$ cat src/rtl/brrf_pkg.sv
// Shared constants for the bus receive ring buffer.
// No dependencies; every other file of the block imports this package.
package brrf_pkg;

	// Field widths of the request and response transfers.
	localparam int KIND_W = 2;
	localparam int BYTE_W = 8;
	localparam int FILL_W = 4;

	// Default number of store entries; one entry always stays free.
	localparam int DEPTH_DEF = 16;

	// Request kinds.
	localparam logic [KIND_W-1:0] KIND_PUSH      = 2'd0;
	localparam logic [KIND_W-1:0] KIND_POP       = 2'd1;
	localparam logic [KIND_W-1:0] KIND_SET_REPLY = 2'd2;
	localparam logic [KIND_W-1:0] KIND_BUS_READ  = 2'd3;

	// Reply register value after reset.
	localparam logic [BYTE_W-1:0] REPLY_RESET = 8'hff;

endpackage

$ cat src/rtl/brrf_req_if.sv
// Request channel of the bus receive ring buffer: valid, ready and one request.
// Depends on brrf_pkg for the field widths.
interface brrf_req_if import brrf_pkg::*; ();
	logic              valid;
	logic              ready;
	logic [KIND_W-1:0] kind;
	logic [BYTE_W-1:0] byte_in;

	modport source (output valid, kind, byte_in, input ready);
	modport sink   (input valid, kind, byte_in, output ready);
endinterface

$ cat src/rtl/brrf_rsp_if.sv
// Response channel of the bus receive ring buffer: valid, ready and one result.
// Depends on brrf_pkg for the field widths.
interface brrf_rsp_if import brrf_pkg::*; ();
	logic              valid;
	logic              ready;
	logic [BYTE_W-1:0] popped_byte;
	logic              popped_valid;
	logic [BYTE_W-1:0] head_byte;
	logic              head_valid;
	logic [FILL_W-1:0] fill_count;
	logic              dropped_oldest;
	logic [BYTE_W-1:0] reply_byte;

	modport source (output valid, popped_byte, popped_valid, head_byte, head_valid,
		fill_count, dropped_oldest, reply_byte, input ready);
	modport sink   (input valid, popped_byte, popped_valid, head_byte, head_valid,
		fill_count, dropped_oldest, reply_byte, output ready);
endinterface

$ cat src/rtl/brrf_mem.sv
// Byte store of the ring buffer: one write port, one registered read port.
// Depends on brrf_pkg for the byte width.
module brrf_mem import brrf_pkg::*; #(
	parameter int DEPTH = DEPTH_DEF
) (
	input  logic                     clk,
	input  logic                     we,
	input  logic [$clog2(DEPTH)-1:0] waddr,
	input  logic [BYTE_W-1:0]        wdata,
	input  logic [$clog2(DEPTH)-1:0] raddr,
	output logic [BYTE_W-1:0]        rdata
);

	logic [BYTE_W-1:0] mem [DEPTH];

	// Write port; entries have no reset and are only read after being written.
	always_ff @(posedge clk) begin
		if (we) begin
			mem[waddr] <= wdata;
		end
	end

	// Registered read port; old data on a same-address write.
	always_ff @(posedge clk) begin
		rdata <= mem[raddr];
	end

endmodule

$ cat src/rtl/bus_receive_ring_fifo.sv
// Top level of the bus receive ring buffer: pointer control, reply register
// and response register around the byte store. Depends on brrf_pkg,
// brrf_req_if, brrf_rsp_if and brrf_mem.
//
//   channel  modport  payload
//   req      sink     kind, byte_in
//   rsp      source   popped_byte, popped_valid, head_byte, head_valid,
//                     fill_count, dropped_oldest, reply_byte
//
// Each request passes the sequencer states in order: the accept in the idle state
// updates the pointers and writes a pushed byte, the pop state takes the popped byte
// and the head state the new head byte through the single read port of the store.
// A new request is taken as soon as the previous result sits in the response
// register, even while that result waits for rsp.ready.
// Reset clears both pointers and loads 0xff into the reply register; the store
// itself is not cleared.
module bus_receive_ring_fifo import brrf_pkg::*; #(
	parameter int DEPTH = DEPTH_DEF
) (
	input  logic        clk,
	input  logic        arst_n,
	brrf_req_if.sink    req,
	brrf_rsp_if.source  rsp
);

	localparam int AW = $clog2(DEPTH);
	localparam logic [AW-1:0] LAST = AW'(DEPTH - 1);

	// Sequencer states.
	localparam logic [1:0] ST_IDLE = 2'd0;
	localparam logic [1:0] ST_POP  = 2'd1;
	localparam logic [1:0] ST_HEAD = 2'd2;

	logic [1:0]        state_q;
	logic [AW-1:0]     rp_q;
	logic [AW-1:0]     wp_q;
	logic [BYTE_W-1:0] reply_q;
	logic              pop_hit_q;
	logic              dropped_q;
	logic [BYTE_W-1:0] popped_q;

	logic              accept;
	logic              mem_we;
	logic [BYTE_W-1:0] mem_rdata;
	logic [AW-1:0]     wp_next;
	logic [AW:0]       fill;
	logic              nonempty;
	logic              out_load;

	function automatic logic [AW-1:0] ring_next(input logic [AW-1:0] p);
		return (p == LAST) ? '0 : p + 1'b1;
	endfunction

	assign req.ready = (state_q == ST_IDLE);
	assign accept    = req.valid && req.ready;
	assign mem_we    = accept && (req.kind == KIND_PUSH);
	assign wp_next   = ring_next(wp_q);

	// The read address is always the read pointer: the old one in the accept
	// cycle for a pop, the updated one afterwards for the head byte.
	brrf_mem #(.DEPTH(DEPTH)) u_mem (
		.clk   (clk),
		.we    (mem_we),
		.waddr (wp_q),
		.wdata (req.byte_in),
		.raddr (rp_q),
		.rdata (mem_rdata)
	);

	// Occupancy from the pointers after the update.
	assign nonempty = (rp_q != wp_q);
	assign fill = (wp_q >= rp_q) ? ({1'b0, wp_q} - {1'b0, rp_q})
		: ((AW+1)'(DEPTH) + {1'b0, wp_q} - {1'b0, rp_q});

	assign out_load = (state_q == ST_HEAD) && (!rsp.valid || rsp.ready);

	// Pointer, reply register and sequencer update.
	always_ff @(posedge clk or negedge arst_n) begin
		if (!arst_n) begin
			state_q   <= ST_IDLE;
			rp_q      <= '0;
			wp_q      <= '0;
			reply_q   <= REPLY_RESET;
			pop_hit_q <= 1'b0;
			dropped_q <= 1'b0;
		end else begin
			case (state_q)
				ST_IDLE: begin
					if (accept) begin
						pop_hit_q <= 1'b0;
						dropped_q <= 1'b0;
						case (req.kind)
							KIND_PUSH: begin
								wp_q <= wp_next;
								if (wp_next == rp_q) begin
									rp_q      <= ring_next(rp_q);
									dropped_q <= 1'b1;
								end
							end
							KIND_POP: begin
								if (rp_q != wp_q) begin
									rp_q      <= ring_next(rp_q);
									pop_hit_q <= 1'b1;
								end
							end
							KIND_SET_REPLY: begin
								reply_q <= req.byte_in;
							end
							default: begin
							end
						endcase
						state_q <= ST_POP;
					end
				end
				ST_POP: begin
					state_q <= ST_HEAD;
				end
				ST_HEAD: begin
					if (out_load) begin
						state_q <= ST_IDLE;
					end
				end
				default: begin
					state_q <= ST_IDLE;
				end
			endcase
		end
	end

	// Popped byte, taken from the read port in the pop state.
	always_ff @(posedge clk) begin
		if (state_q == ST_POP) begin
			popped_q <= pop_hit_q ? mem_rdata : '0;
		end
	end

	// Response valid flag.
	always_ff @(posedge clk or negedge arst_n) begin
		if (!arst_n) begin
			rsp.valid <= 1'b0;
		end else if (out_load) begin
			rsp.valid <= 1'b1;
		end else if (rsp.ready) begin
			rsp.valid <= 1'b0;
		end
	end

	// Response payload; the read port keeps the head byte while the
	// response register is still occupied.
	always_ff @(posedge clk) begin
		if (out_load) begin
			rsp.popped_byte    <= popped_q;
			rsp.popped_valid   <= pop_hit_q;
			rsp.head_byte      <= nonempty ? mem_rdata : '0;
			rsp.head_valid     <= nonempty;
			rsp.fill_count     <= FILL_W'(fill);
			rsp.dropped_oldest <= dropped_q;
			rsp.reply_byte     <= reply_q;
		end
	end

	// Both pointers always address an existing entry.
	a_ptr_range: assert property (@(posedge clk) disable iff (!arst_n)
		(rp_q <= LAST) && (wp_q <= LAST))
		else $error("ring pointer beyond last entry");

	// An accepted request always moves on to the pop read.
	a_accept_seq: assert property (@(posedge clk) disable iff (!arst_n)
		accept |=> (state_q == ST_POP))
		else $error("sequencer did not advance after a transfer");

	// Dropping the oldest byte only happens with the buffer full.
	a_drop_full: assert property (@(posedge clk) disable iff (!arst_n)
		(out_load && dropped_q) |-> (fill == (AW+1)'(DEPTH - 1)))
		else $error("oldest byte dropped while buffer not full");

	// A successful pop never leaves the buffer full.
	a_pop_room: assert property (@(posedge clk) disable iff (!arst_n)
		(out_load && pop_hit_q) |-> (fill != (AW+1)'(DEPTH - 1)))
		else $error("buffer full right after a pop");

endmodule

$ cat src/flat_wrapper.sv
// flat-port wrapper written by rule: the top's interface ports become plain ports
module bus_receive_ring_fifo_flat import brrf_pkg::*;
#(
	parameter int DEPTH = DEPTH_DEF
)
  (clk, arst_n, req_valid, req_kind, req_byte_in, req_ready, rsp_valid, rsp_popped_byte, rsp_popped_valid, rsp_head_byte, rsp_head_valid, rsp_fill_count, rsp_dropped_oldest, rsp_reply_byte, rsp_ready);
  brrf_req_if req_i ();
  brrf_rsp_if rsp_i ();
  input  logic clk;
  input  logic arst_n;
  input wire logic [$bits(req_i.valid)-1:0] req_valid;
  input wire logic [$bits(req_i.kind)-1:0] req_kind;
  input wire logic [$bits(req_i.byte_in)-1:0] req_byte_in;
  output wire logic [$bits(req_i.ready)-1:0] req_ready;
  output wire logic [$bits(rsp_i.valid)-1:0] rsp_valid;
  output wire logic [$bits(rsp_i.popped_byte)-1:0] rsp_popped_byte;
  output wire logic [$bits(rsp_i.popped_valid)-1:0] rsp_popped_valid;
  output wire logic [$bits(rsp_i.head_byte)-1:0] rsp_head_byte;
  output wire logic [$bits(rsp_i.head_valid)-1:0] rsp_head_valid;
  output wire logic [$bits(rsp_i.fill_count)-1:0] rsp_fill_count;
  output wire logic [$bits(rsp_i.dropped_oldest)-1:0] rsp_dropped_oldest;
  output wire logic [$bits(rsp_i.reply_byte)-1:0] rsp_reply_byte;
  input wire logic [$bits(rsp_i.ready)-1:0] rsp_ready;
  assign req_i.valid = req_valid;
  assign req_i.kind = req_kind;
  assign req_i.byte_in = req_byte_in;
  assign req_ready = req_i.ready;
  assign rsp_valid = rsp_i.valid;
  assign rsp_popped_byte = rsp_i.popped_byte;
  assign rsp_popped_valid = rsp_i.popped_valid;
  assign rsp_head_byte = rsp_i.head_byte;
  assign rsp_head_valid = rsp_i.head_valid;
  assign rsp_fill_count = rsp_i.fill_count;
  assign rsp_dropped_oldest = rsp_i.dropped_oldest;
  assign rsp_reply_byte = rsp_i.reply_byte;
  assign rsp_i.ready = rsp_ready;
  bus_receive_ring_fifo #(.DEPTH(DEPTH)) u_core (.clk(clk), .arst_n(arst_n), .req(req_i), .rsp(rsp_i));
endmodule
$ cat config.mk
export PLATFORM = sky130hd
export DESIGN_NAME = bus_receive_ring_fifo_flat
export DESIGN_NICKNAME = d
export VERILOG_FILES = /design/src/rtl/brrf_pkg.sv /design/src/rtl/brrf_req_if.sv /design/src/rtl/brrf_rsp_if.sv /design/src/rtl/brrf_mem.sv /design/src/rtl/bus_receive_ring_fifo.sv /design/src/flat_wrapper.sv
export SDC_FILE = /design/constraint.sdc
export NUM_CORES = 1
export LEC_CHECK = 0
export BUFFER_PORTS_ARGS = -buffer_cell sky130_fd_sc_hd__buf_2
export CAP_MARGIN = 10
export CELL_PAD_IN_SITES_DETAIL_PLACEMENT = 2
export CELL_PAD_IN_SITES_GLOBAL_PLACEMENT = 2
export CORE_MARGIN = 3
export CORE_UTILIZATION = 46
export DETAILED_ROUTE_END_ITERATION = 8
export PLACE_DENSITY_LB_ADDON = 0.1
export SLEW_MARGIN = 20
export SYNTH_ARGS = -nofsm -noshare
export SYNTH_HDL_FRONTEND = slang
export SYNTH_SLANG_ARGS = --single-unit
$ cat constraint.sdc
create_clock -name clk -period 2.9 [get_ports clk]
set_input_delay 0.29 -clock clk [delete_from_list [all_inputs] [get_ports clk]]
set_output_delay 0.29 -clock clk [all_outputs]
set_load 0.05 [all_outputs]
Word-level counts from Yosys, hierarchy flattened. Memories as Yosys holds them, arrays and structs flattened. A register that Yosys moved wholly into a read port is not among the register bits. Index checks and enable logic that the tools add are counted.

Add/sub/neg operators: 5. Multipliers: 0. Div/mod/pow operators: 0. Magnitude comparators: 1. Eq/ne operators: 12. Shifts and indexed selects: 0. Mux-type cells: 17. Bitwise gates (word level): 0. Reduce and logical (&&, ||, !) cells: 14.

Operators by type and width (count): two-way mux 4 bit (5); adder 4 x 1 -> 4 bit, second input constant (2); == test 4 bit, second input constant (2); two-way mux 1 bit (8); case mux 4 bit (2 select lines) (1); subtractor 4 bit (2); case mux 2 bit (3 select lines) (1); AND reduction 3 bit (2); AND reduction 5 bit (1); adder 1 x 4 -> 4 bit, first input constant (1); == test 2 x 1 -> 1 bit, second input constant (2); == test 2 bit, second input constant (2); == test 4 bit (1); >= comparator 4 bit (1); logical NOT 2 bit (2); two-way mux 2 bit (2); != test 2 x 1 -> 1 bit, second input constant (2); != test 2 bit, second input constant (2); != test 4 bit (1); AND reduction 2 bit (2); nonzero test 2 bit (2); logical AND 1 bit (3); logical NOT 1 bit (1); logical OR 1 bit (1).

Register bits after elaboration: 60. Latch bits: 0. RAM bits: 128. ROM bits: 0. Bits of input ports: 14. Output and inout port bits: 33. Word-level logic and storage cells: 65. Memories kept: 1.

Memory list: u_core.u_mem.mem (depth 16, bits a word 8, read ports 1, clocked after Yosys merged registers in 1, write ports 1, RTL line brrf_mem.sv:14) `logic [BYTE_W-1:0] mem [DEPTH];`.

Depth between registers and ports, before layout. Gate-level depths: netlist of run 1.

Word-level depth: 5. Gate-level depth with buffers: 11. Gate-level depth less buffers: 8.

Cells and area by module. Synthesis of run 1 repeated with hierarchy kept, for this count alone.

Cell total of the unflattened synthesis: 390. Area, all modules: 7611.0 sq um.

By module, submodules not included: brrf_mem (instances 1, cells each 229, area an instance 5147.4 sq um, sequential area each 4003.8 sq um); bus_receive_ring_fifo (instances 1, cells each 161, area an instance 2463.6 sq um, sequential area each 1706.6 sq um).

Worst setup path after synthesis of run 1. No wires, ideal clock.

Path type: register -> register. Start: reg u_core.rsp.valid. End: reg u_core.rsp.dropped_oldest, enable pin. Setup time: 0.423 ns. Data arrival time: 2.164 ns. Data required time: 2.477 ns. Slack: 0.314 ns. Cell stages (with the launch flop): 3. Buffers on the path: 0. Period minus slack after synthesis: 2.586 ns. Path through: dfrtp_1 nand2b_1 nor2b_1.

Longest elaborated chain between the ends: 3.

RTL lines: from (decl) (RTL line brrf_rsp_if.sv:14) `modport source (output valid, popped_byte, popped_valid, head_byte, head_valid,`; from (signal assigned) (RTL line bus_receive_ring_fifo.sv:140) `rsp.valid <= 1'b0;`; from (signal assigned) (RTL line bus_receive_ring_fifo.sv:142) `rsp.valid <= 1'b1;`; from (signal assigned) (RTL line bus_receive_ring_fifo.sv:144) `rsp.valid <= 1'b0;`; logical NOT 1 bit (RTL line bus_receive_ring_fifo.sv:75) `assign out_load = (state_q == ST_HEAD) && (!rsp.valid || rsp.ready);`; logical OR 1 bit (RTL line bus_receive_ring_fifo.sv:75); logical AND 1 bit (RTL line bus_receive_ring_fifo.sv:75); via u_core.out_load (RTL line bus_receive_ring_fifo.sv:48) `logic out_load;`; to (signal assigned) (RTL line bus_receive_ring_fifo.sv:157) `rsp.dropped_oldest <= dropped_q;`; to (decl) (RTL line brrf_rsp_if.sv:15) `fill_count, dropped_oldest, reply_byte, input ready);`.

The timed path passes the listed nets, and every way through them passes these cells. A chain may end at the register's enable or synchronous reset.

Worst setup path in the final report of run 1.
Start: reg u_core.wp_q[1]. End: reg u_core.rp_q[0].

Longest elaborated chain between the ends: 5. Elaborated cells between the ends (all ways): 8. Those cells by class: 1 x add/sub; 5 x eq/ne; 1 x mux; 1 x reduce/logical.

RTL lines: from (decl) (RTL line bus_receive_ring_fifo.sv:36) `logic [AW-1:0] wp_q;`; from (signal assigned) (RTL line bus_receive_ring_fifo.sv:94) `wp_q <= wp_next;`; adder 4 x 1 -> 4 bit or == test 4 bit (tied branches) (RTL line bus_receive_ring_fifo.sv:51) `return (p == LAST) ? '0 : p + 1'b1;`; two-way mux 4 bit (*) (RTL line bus_receive_ring_fifo.sv:51); via u_core.wp_next[1] (RTL line bus_receive_ring_fifo.sv:45) `logic [AW-1:0] wp_next;`; == test 4 bit (*) (RTL line bus_receive_ring_fifo.sv:95) `if (wp_next == rp_q) begin`; != test 2 bit (no source line) (*); AND reduction 5 bit (no source line) (*); to (signal assigned) (RTL line bus_receive_ring_fifo.sv:96) `rp_q <= ring_next(rp_q);`; to (signal assigned) (RTL line bus_receive_ring_fifo.sv:102) `rp_q <= ring_next(rp_q);`; to (decl) (RTL line bus_receive_ring_fifo.sv:35) `logic [AW-1:0] rp_q;`.

The timed path passes the listed nets; every way through them passes the cells marked *.

==> results of run 1 <==
==> sequential cells by signal, summed over array words and instances (netlist names) <==
name / count
u_core.u_mem.mem: 128
u_core.rsp.reply_byte: 8
u_core.rsp.head_byte: 8
u_core.rp_q: 4
u_core.state_q: 2
u_core.wp_q: 4
u_core.reply_q: 8
u_core.popped_q: 8
u_core.rsp.dropped_oldest: 1
u_core.rsp.fill_count: 4
u_core.dropped_q: 1
u_core.rsp.popped_valid: 1
u_core.rsp.head_valid: 1
u_core.pop_hit_q: 1
u_core.u_mem.rdata: 8
u_core.rsp.valid: 1
u_core.rsp.popped_byte: 8
==> kinds of logic after synthesis <==
logic type,Yosys count
compound gates,26
flops,196
fa+ha+maj,9
xor+xnor,8
mux,42
simple gates,108
buf+inv,26
==> metal layers <==
layer  vias up  GRT usage [%]
met2        99          36.23
met3        19          3.976
met5         -              0
met4         0          6.052
li1       1741              -
met1      2059          28.82
==> final cells by class <==
| cell class | count | area [µm²] |
|---|---|---|
| clock buffers | 23 | 521.8 |
| well taps | 216 | 270.3 |
| inverters | 9 | 33.78 |
| repair buffers | 71 | 420.4 |
| fillers | 1403 | 7246 |
| clock inverters | 9 | 62.56 |
| multi-input cells | 193 | 1734 |
| flip-flops and latches | 196 | 5712 |
==> worst max-delay path by stage <==
stage | startpoint | endpoint | slack, ps | cells after the start
4_1_cts | u_core.wp_q[1]$_DFFE_PN0P_ | u_core.rp_q[0]$_DFFE_PN0P_ | 550 | 8
2_1_floorplan | u_core.rsp.valid$_DFFE_PN0P_ | u_core.rsp.dropped_oldest$_DFFE_PP_ | 310 | 2
5_1_grt | u_core.wp_q[1]$_DFFE_PN0P_ | u_core.rp_q[0]$_DFFE_PN0P_ | 330 | 8
3_3_place_gp | u_core.wp_q[1]$_DFFE_PN0P_ | u_core.rp_q[0]$_DFFE_PN0P_ | 680 | 8
3_5_place_dp | u_core.wp_q[1]$_DFFE_PN0P_ | u_core.rp_q[0]$_DFFE_PN0P_ | 570 | 8
6_report | u_core.wp_q[1]$_DFFE_PN0P_ | u_core.rp_q[0]$_DFFE_PN0P_ | 530 | 8
==> cells in the final DEF (no fill, tap or decap), types with 3 or more instances in the layout <==
cell	instances
xnor2_1	8
a31oi_1	10
mux2_2	8
dfxtp_1	8
clkinv_2	3
nor3_1	4
nor2_1	19
ha_1	8
buf_4	24
nand2b_1	4
nand2_1	45
nand3_1	5
dfstp_2	8
buf_2	46
dfrtp_1	12
edfxtp_1	167
mux4_2	32
clkbuf_16	20
and2_1	17
inv_1	8
and3_1	8
==> timing repair <==
| action | 4_1_cts | 5_1_grt |
|---|---|---|
| setup buffers | 0 | 0 |
| hold buffers | 1 | 0 |
| endpoints found under the hold margin | 13 | 0 |
==> power groups by stage <==
stage                     registers [mW]  clock network [mW]  logic [mW]
after floorplan                     4.14                   0        1.67
after global placement              3.84                   0        2.70
after detailed placement            3.88                   0        2.80
after CTS                           3.83                2.34        2.83
after global routing                3.87                2.45        3.02
final                               3.82                2.29        2.79
==> worst max-delay path, cell delays in order (launching register included) <==
cell     delay (ps)
dfrtp_1         480
inv_1           180
ha_1            350
xnor2_1         150
nand2_1          80
a211o_1         290
nor2_1          200
a21bo_2         220
mux2_4          310
==> metrics by stage <==
step / setup slack [ps] / power, mW / instance area (µm²)
3_5_place_dp: 574.3 / 6.685 / 8160
6_report: 531.0 / 8.903 / 8755
4_1_cts: 549.2 / 9.001 / 8755
5_1_grt: 333.1 / 9.342 / 8755
2_1_floorplan: 313.8 / 5.811 / 7556
3_3_place_gp: 684.0 / 6.541 / 8160
==> results.md, run 1 <==
- Synth Area in Compound Gates: 2.500%
- Critical Path Fanout Max: 7
- Wl on met1: 7762 µm
- Clock transition at path regs: roughly 70 ps
- Placer Congestion: 0.8274
- Hold_sp: rsp_ready
- Post-synth top cells: edfxtp_1 (167), nand2_1 (45), mux4_2 (32)
- Layout net count: 511
- Die Ht: approximately 130 µm
- Post-synthesis cell type count: 40
- Path type of the worst min-delay path: primary input to register
- Worst setup EP type: register
- Power share of the clock group: 25.7%
- Seq pwr share: 42.9%
- Met2 WL: 9170 µm
- Internal: just under 6 mW
- Adder-cell share of the synthesized area: 1.590%
- PD cells: 1017 nW/µm²
- Via count: 3918
- Layout area overhead: 15.86%
- Setup crit start kind: register
- Final setup vio count: 0
- Max Clk Rate: 0.4221 GHz
- Outcome: complete, no violations
- Vias in the first global route: between 4000 and 5000
- Fin crit share: roughly four fifths
- Metal3 WL: 744 µm
- Post-route minimum period: 2369 ps
- Post-synth EDFFs: 167
- Port bufs: 46
- Gate Count Post-Synth: 415
- Switch share: around 34%
- Dpl cells: 684
- WHS Endpoint: u_core.rsp.valid$_DFFE_PN0P_
- Hold Crit Depth: 3
- # diodes: 0
- TritonCTS Sinks: 196
- Layout Skew: a little under 10 ps
- Main combinational cell family by area after synthesis: multiplexers
- Num CTS Buffers: 17
- Main flop type after synthesis: edfxtp_1
- # IOs: 47
- P_sw: approximately 3.0 mW
- Core area: around 16000 µm²
- Xor and xnor fraction of the mapped netlist area: 0.9273%
- Cell Rows: 46
- Reg2reg start: u_core.wp_q[1]$_DFFE_PN0P_
- WL per Instance: roughly 25 µm
- CTS tree: yes
- Post-synthesis simple-gate area fraction: 6.773%
- Detailed Place HPWL: approximately 12000 µm
- Syn_nets: 438
- Total grt overflow: 0
- Die X: roughly 130 µm
- Root Buffer: clkbuf_16
- Total die area: 18000 µm²
- Initial antenna violation count: 0
- Multiplexer area fraction after synthesis: 11.13%
- H-tree depth: 4
- Later-pin clock latency in the skew report: 430 ps
- Iter 0 DRT Violations: between 200 and 250
- Rel. slew slack: ~44%
- Reg2reg path depth: 8
- Dominant cell type by area after synthesis: edfxtp_1
- Drt via density: between 5 and 6
- Syn Area/Cell: roughly 18 µm²
- R2r setup slk: about 530 ps
- Ys Warns: 0
- Max Slew Vio Count: 0
- TNS Setup: 0 ps
- Initial Utilization: 47.22%
- Count leader, synth: edfxtp_1
- Residual DRC: 0
- Least-Margin Pin Slew: 837.3 ps
- Final Hold Vio Count: 0
- Crit path kind: register to register
- Gr usage total: 21.44%
- Worst R2R End: u_core.rp_q[0]$_DFFE_PN0P_
- Layout cell share with drive strength beyond 1: 30.94%
- Routed wire length: 17880 µm
- VDD IR-drop max: 0.0005995 V
- Final core occ: around 55%
- First-pass GRT wire length: 27880 µm
- Antenna violation net count after detailed routing: 0
- Uppermost layer routed: met4
- Minimum hold slack: 197.2 ps
- Register area share after synthesis: 75.58%
- Final std cells w/o fill: around 720
- Synth top area cells: edfxtp_1 (66%), mux4_2 (9.5%), dfrtp_1 (4.3%)
- TritonRoute pass-1 iters: 4
- Asr flop ratio synth: 10.71%
- Pin count of the biggest net entering global routing: 30
- Worst EP required: between 3000 and 4000 ps
- RSZ-0062 raised after global routing: false
- Critical path data arrival time: between 2000 and 3000 ps
- Post-cts resize count: 0
- Max Cap Viol: 0
- Flops & latches, synth: 196
- CTS Buffer Depth: 2
- Leakage power: 3.091 nW
- Share of the synthesized area in the top cell type: 66.37%
- Syn Std Cell Area: 7556 µm²
- Combinational share of power: 31.3%
No activity file was read; power rests on OpenSTA's default activity.
==> run 2: changes to the inputs <==
--- a/config.mk
+++ b/config.mk
@@ -10,7 +10,7 @@
 export CELL_PAD_IN_SITES_DETAIL_PLACEMENT = 2
 export CELL_PAD_IN_SITES_GLOBAL_PLACEMENT = 2
 export CORE_MARGIN = 3
-export CORE_UTILIZATION = 46
+export CORE_UTILIZATION = 41
 export DETAILED_ROUTE_END_ITERATION = 8
 export PLACE_DENSITY_LB_ADDON = 0.1
 export SLEW_MARGIN = 20
==> constraint.sdc (replaced) <==
create_clock -name clk -period 2.05 [get_ports clk]
set_input_delay 0.205 -clock clk [delete_from_list [all_inputs] [get_ports clk]]
set_output_delay 0.205 -clock clk [all_outputs]
set_load 0.05 [all_outputs]
==> run 2 against run 1 <==
Total power grew 49%. Core utilization shrank 4.3 points. Clock power grew 42%. Sequential power grew 41%. Clock-buffer cell count grew 1. Combinational power grew 65%. Flip-flop and latch count is the same. Largest cell class unchanged. Worst hold slack lost 84 ps. Critical path depth shrank 1. Via count grew 3.7%. Global-route usage shrank 1.5 points. Register-to-register slack lost 510 ps.
==> results.md, run 2 (synthesis gave the netlist of run 1 again) <==
- Final Hold Vio Count: 0 (unchanged)
- Vias in the first global route: 4599 (was 4364)
- Hold Crit Depth: 3 (unchanged)
- RSZ-0062 raised after global routing: true (was false)
- Cell Rows: 49 (was 46)
- Final setup vio count: 0 (unchanged)
- Outcome: complete, no violations (unchanged)
- Later-pin clock latency in the skew report: 440 ps (was 430 ps)
- Worst EP required: 2360 ps (was 3210 ps)
- # diodes: 0 (unchanged)
- TritonRoute pass-1 iters: 4 (unchanged)
- Crit path kind: register to register (unchanged)
- Global routing usage on met1: 26.14% (was 28.82%)
- TritonCTS Sinks: 196 (unchanged)
- Post-route minimum period: 2031 ps (was 2369 ps)
- Setup crit start kind: register (unchanged)
- # IOs: 47 (unchanged)
- GRT busiest layer: met2 (unchanged)
- Core area: 18020 µm² (was 16000 µm²)
- VDD IR-drop max: 0.0008363 V (was 0.0005995 V)
- Leakage power: 3.219 nW (was 3.091 nW)
- Placer Congestion: 0.7931 (was 0.8274)
- Layout area overhead: 20.25% (was 15.86%)
- Least-Margin Pin Slew: 517.6 ps (was 837.3 ps)
- Layout net count: 533 (was 511)
- Largest register FFs: 128 (unchanged)
- Initial antenna violation count: 0 (unchanged)
- Critical path data arrival time: 2350 ps (was 2680 ps)
- Path type of the worst min-delay path: primary input to register (unchanged)
- Max Cap Viol: 0 (unchanged)
- H-tree depth: 4 (unchanged)
- Routed wire length: 19300 µm (was 17880 µm)
- Total grt overflow: 0 (unchanged)
- Layout Skew: 15.85 ps (was 9.651 ps)
- Reg2reg path depth: 7 (was 8)
- Initial Utilization: 41.92% (was 47.22%)
- Gr usage total: 19.90% (was 21.44%)
- Max Slew Vio Count: 0 (unchanged)
- Leading cell type in the layout, fill and taps excluded: edfxtp_1 (unchanged)
- Power after layout: 13.23 mW (was 8.903 mW)
- Pin count of the biggest net entering global routing: 37 (was 30)
- Clock transition at path regs: 70 ps (about the same)
- PD cells: 1456 nW/µm² (was 1017 nW/µm²)
- TNS Setup: 0 ps (unchanged)
- M3 GR Usage: 3.910% (was 3.976%)
- Via count: 4064 (was 3918)
- Critical Path Fanout Max: 4 (was 7)
- Antenna violation net count after detailed routing: 0 (unchanged)
- Port bufs: 46 (unchanged)
- WL per Instance: 25.66 µm (was 24.94 µm)
- First-pass GRT wire length: 29190 µm (was 27880 µm)
- CTS Buffer Depth: 2 (unchanged)
- Top reg by flops: u_core.u_mem.mem (unchanged)
- CTS tree: yes (unchanged)
- Rel. slew slack: 65.50% (was 44.06%)
- Die Ht: 141.8 µm (was 134.2 µm)
- Root Buffer: clkbuf_16 (unchanged)
- GR Util met2: 33.23% (was 36.23%)
- Fin crit share: 99.08% (was 81.69%)
- Residual DRC: 0 (unchanged)
- Max Clk Rate: 0.4924 GHz (was 0.4221 GHz)
- Total die area: 20090 µm² (was 18000 µm²)
- Detailed Place HPWL: 12370 µm (was 12050 µm)
- Commonest cells after routing, fill and taps aside: edfxtp_1 (167), buf_2 (46), nand2_1 (44) (was edfxtp_1 (167), buf_2 (46), nand2_1 (45))
- Worst setup EP type: register (unchanged)
- Iter 0 DRT Violations: 247 (was 241)
- Drt via density: 5.404 (was 5.464)
- Num CTS Buffers: 17 (unchanged)
- Layout cell share with drive strength beyond 1: 37.09% (was 30.94%)
- Die X: 141.8 µm (was 134.2 µm)
==> run 2: cell types whose count changed in the layout (fill, tap and decap cells not counted), sizes merged <==
cell / change
clkinvlp: -1
buf: +22
clkbuf: +1
==> run 2: per-layer routing <==
| metal | vias to the layer above | wire length (µm) |
|---|---|---|
| li1 | 1780 | - |
| met1 | 2182 | 8403 |
| met2 | 83 | 9888 |
| met3 | 19 | 625 |
| met4 | 0 | 379 |
| met5 | - | 0 |
==> run 2: worst max-delay path: stages, from the launching register on <==
cell and delay, ps:
dfrtp_2 460, ha_4 210, xnor2_2 140, xnor2_1 130
a211o_1 320, nor2_2 160, a21bo_2 190, mux2_4 300
==> run 2: layout make-up <==
cell class / instances / area [µm²]
fillers: 1620 / 8939
inverters: 9 / 38.79
multi-input cells: 193 / 1829
flip-flops and latches: 196 / 5714
repair buffers: 93 / 646.9
clock inverters: 8 / 66.31
well taps: 229 / 286.5
clock buffers: 24 / 504.2
==> run 2: path summary, 6_finish.rpt <==
check	startpoint	to	slack (ps)
setup / recovery	u_core.wp_q[1]$_DFFE_PN0P_	u_core.rp_q[1]$_DFFE_PN0P_	20
hold reg to reg	u_core.popped_q[3]$_SDFFCE_PN0N_	u_core.rsp.popped_byte[3]$_DFFE_PP_	420
hold / removal	req_kind[0]	u_core.pop_hit_q$_DFFE_PN0P_	110
setup reg to reg	u_core.wp_q[1]$_DFFE_PN0P_	u_core.rp_q[1]$_DFFE_PN0P_	20
min in group asynchronous	arst_n	u_core.rsp.valid$_DFFE_PN0P_	280
max in group asynchronous	arst_n	u_core.wp_q[0]$_DFFE_PN0P_	1390
==> run 2: what timing repair did <==
action                                  CTS  global route
pin swaps                                 0             8
hold buffers                              1             0
endpoints found under the setup margin   11            51
buffers inserted                          2             4
endpoints found under the hold margin    13             0
gates resized for setup                   5            16
==> run 2: power breakdown <==
part | total, mW | switching, mW | internal, mW
Sequential | 5.38 | 0.328 | 5.05
Clock | 3.26 | 1.50 | 1.75
Combinational | 4.59 | 2.74 | 1.85
==> run 2: metrics by stage <==
stage               cells  setup WS (ps)  instance area (µm²)  util, %  hold WS [ps]
CTS                   748          25.36                 8987    49.86         115.9
global placement      713          55.32                 8372    46.45         205.1
floorplan             415         -270.8                 7592        -        -90.59
global route          752         -39.86                 9086    50.41         115.5
finish                752          18.94                 9086    50.41         113.4
detailed placement    713         -45.84                 8372    46.45         218.0
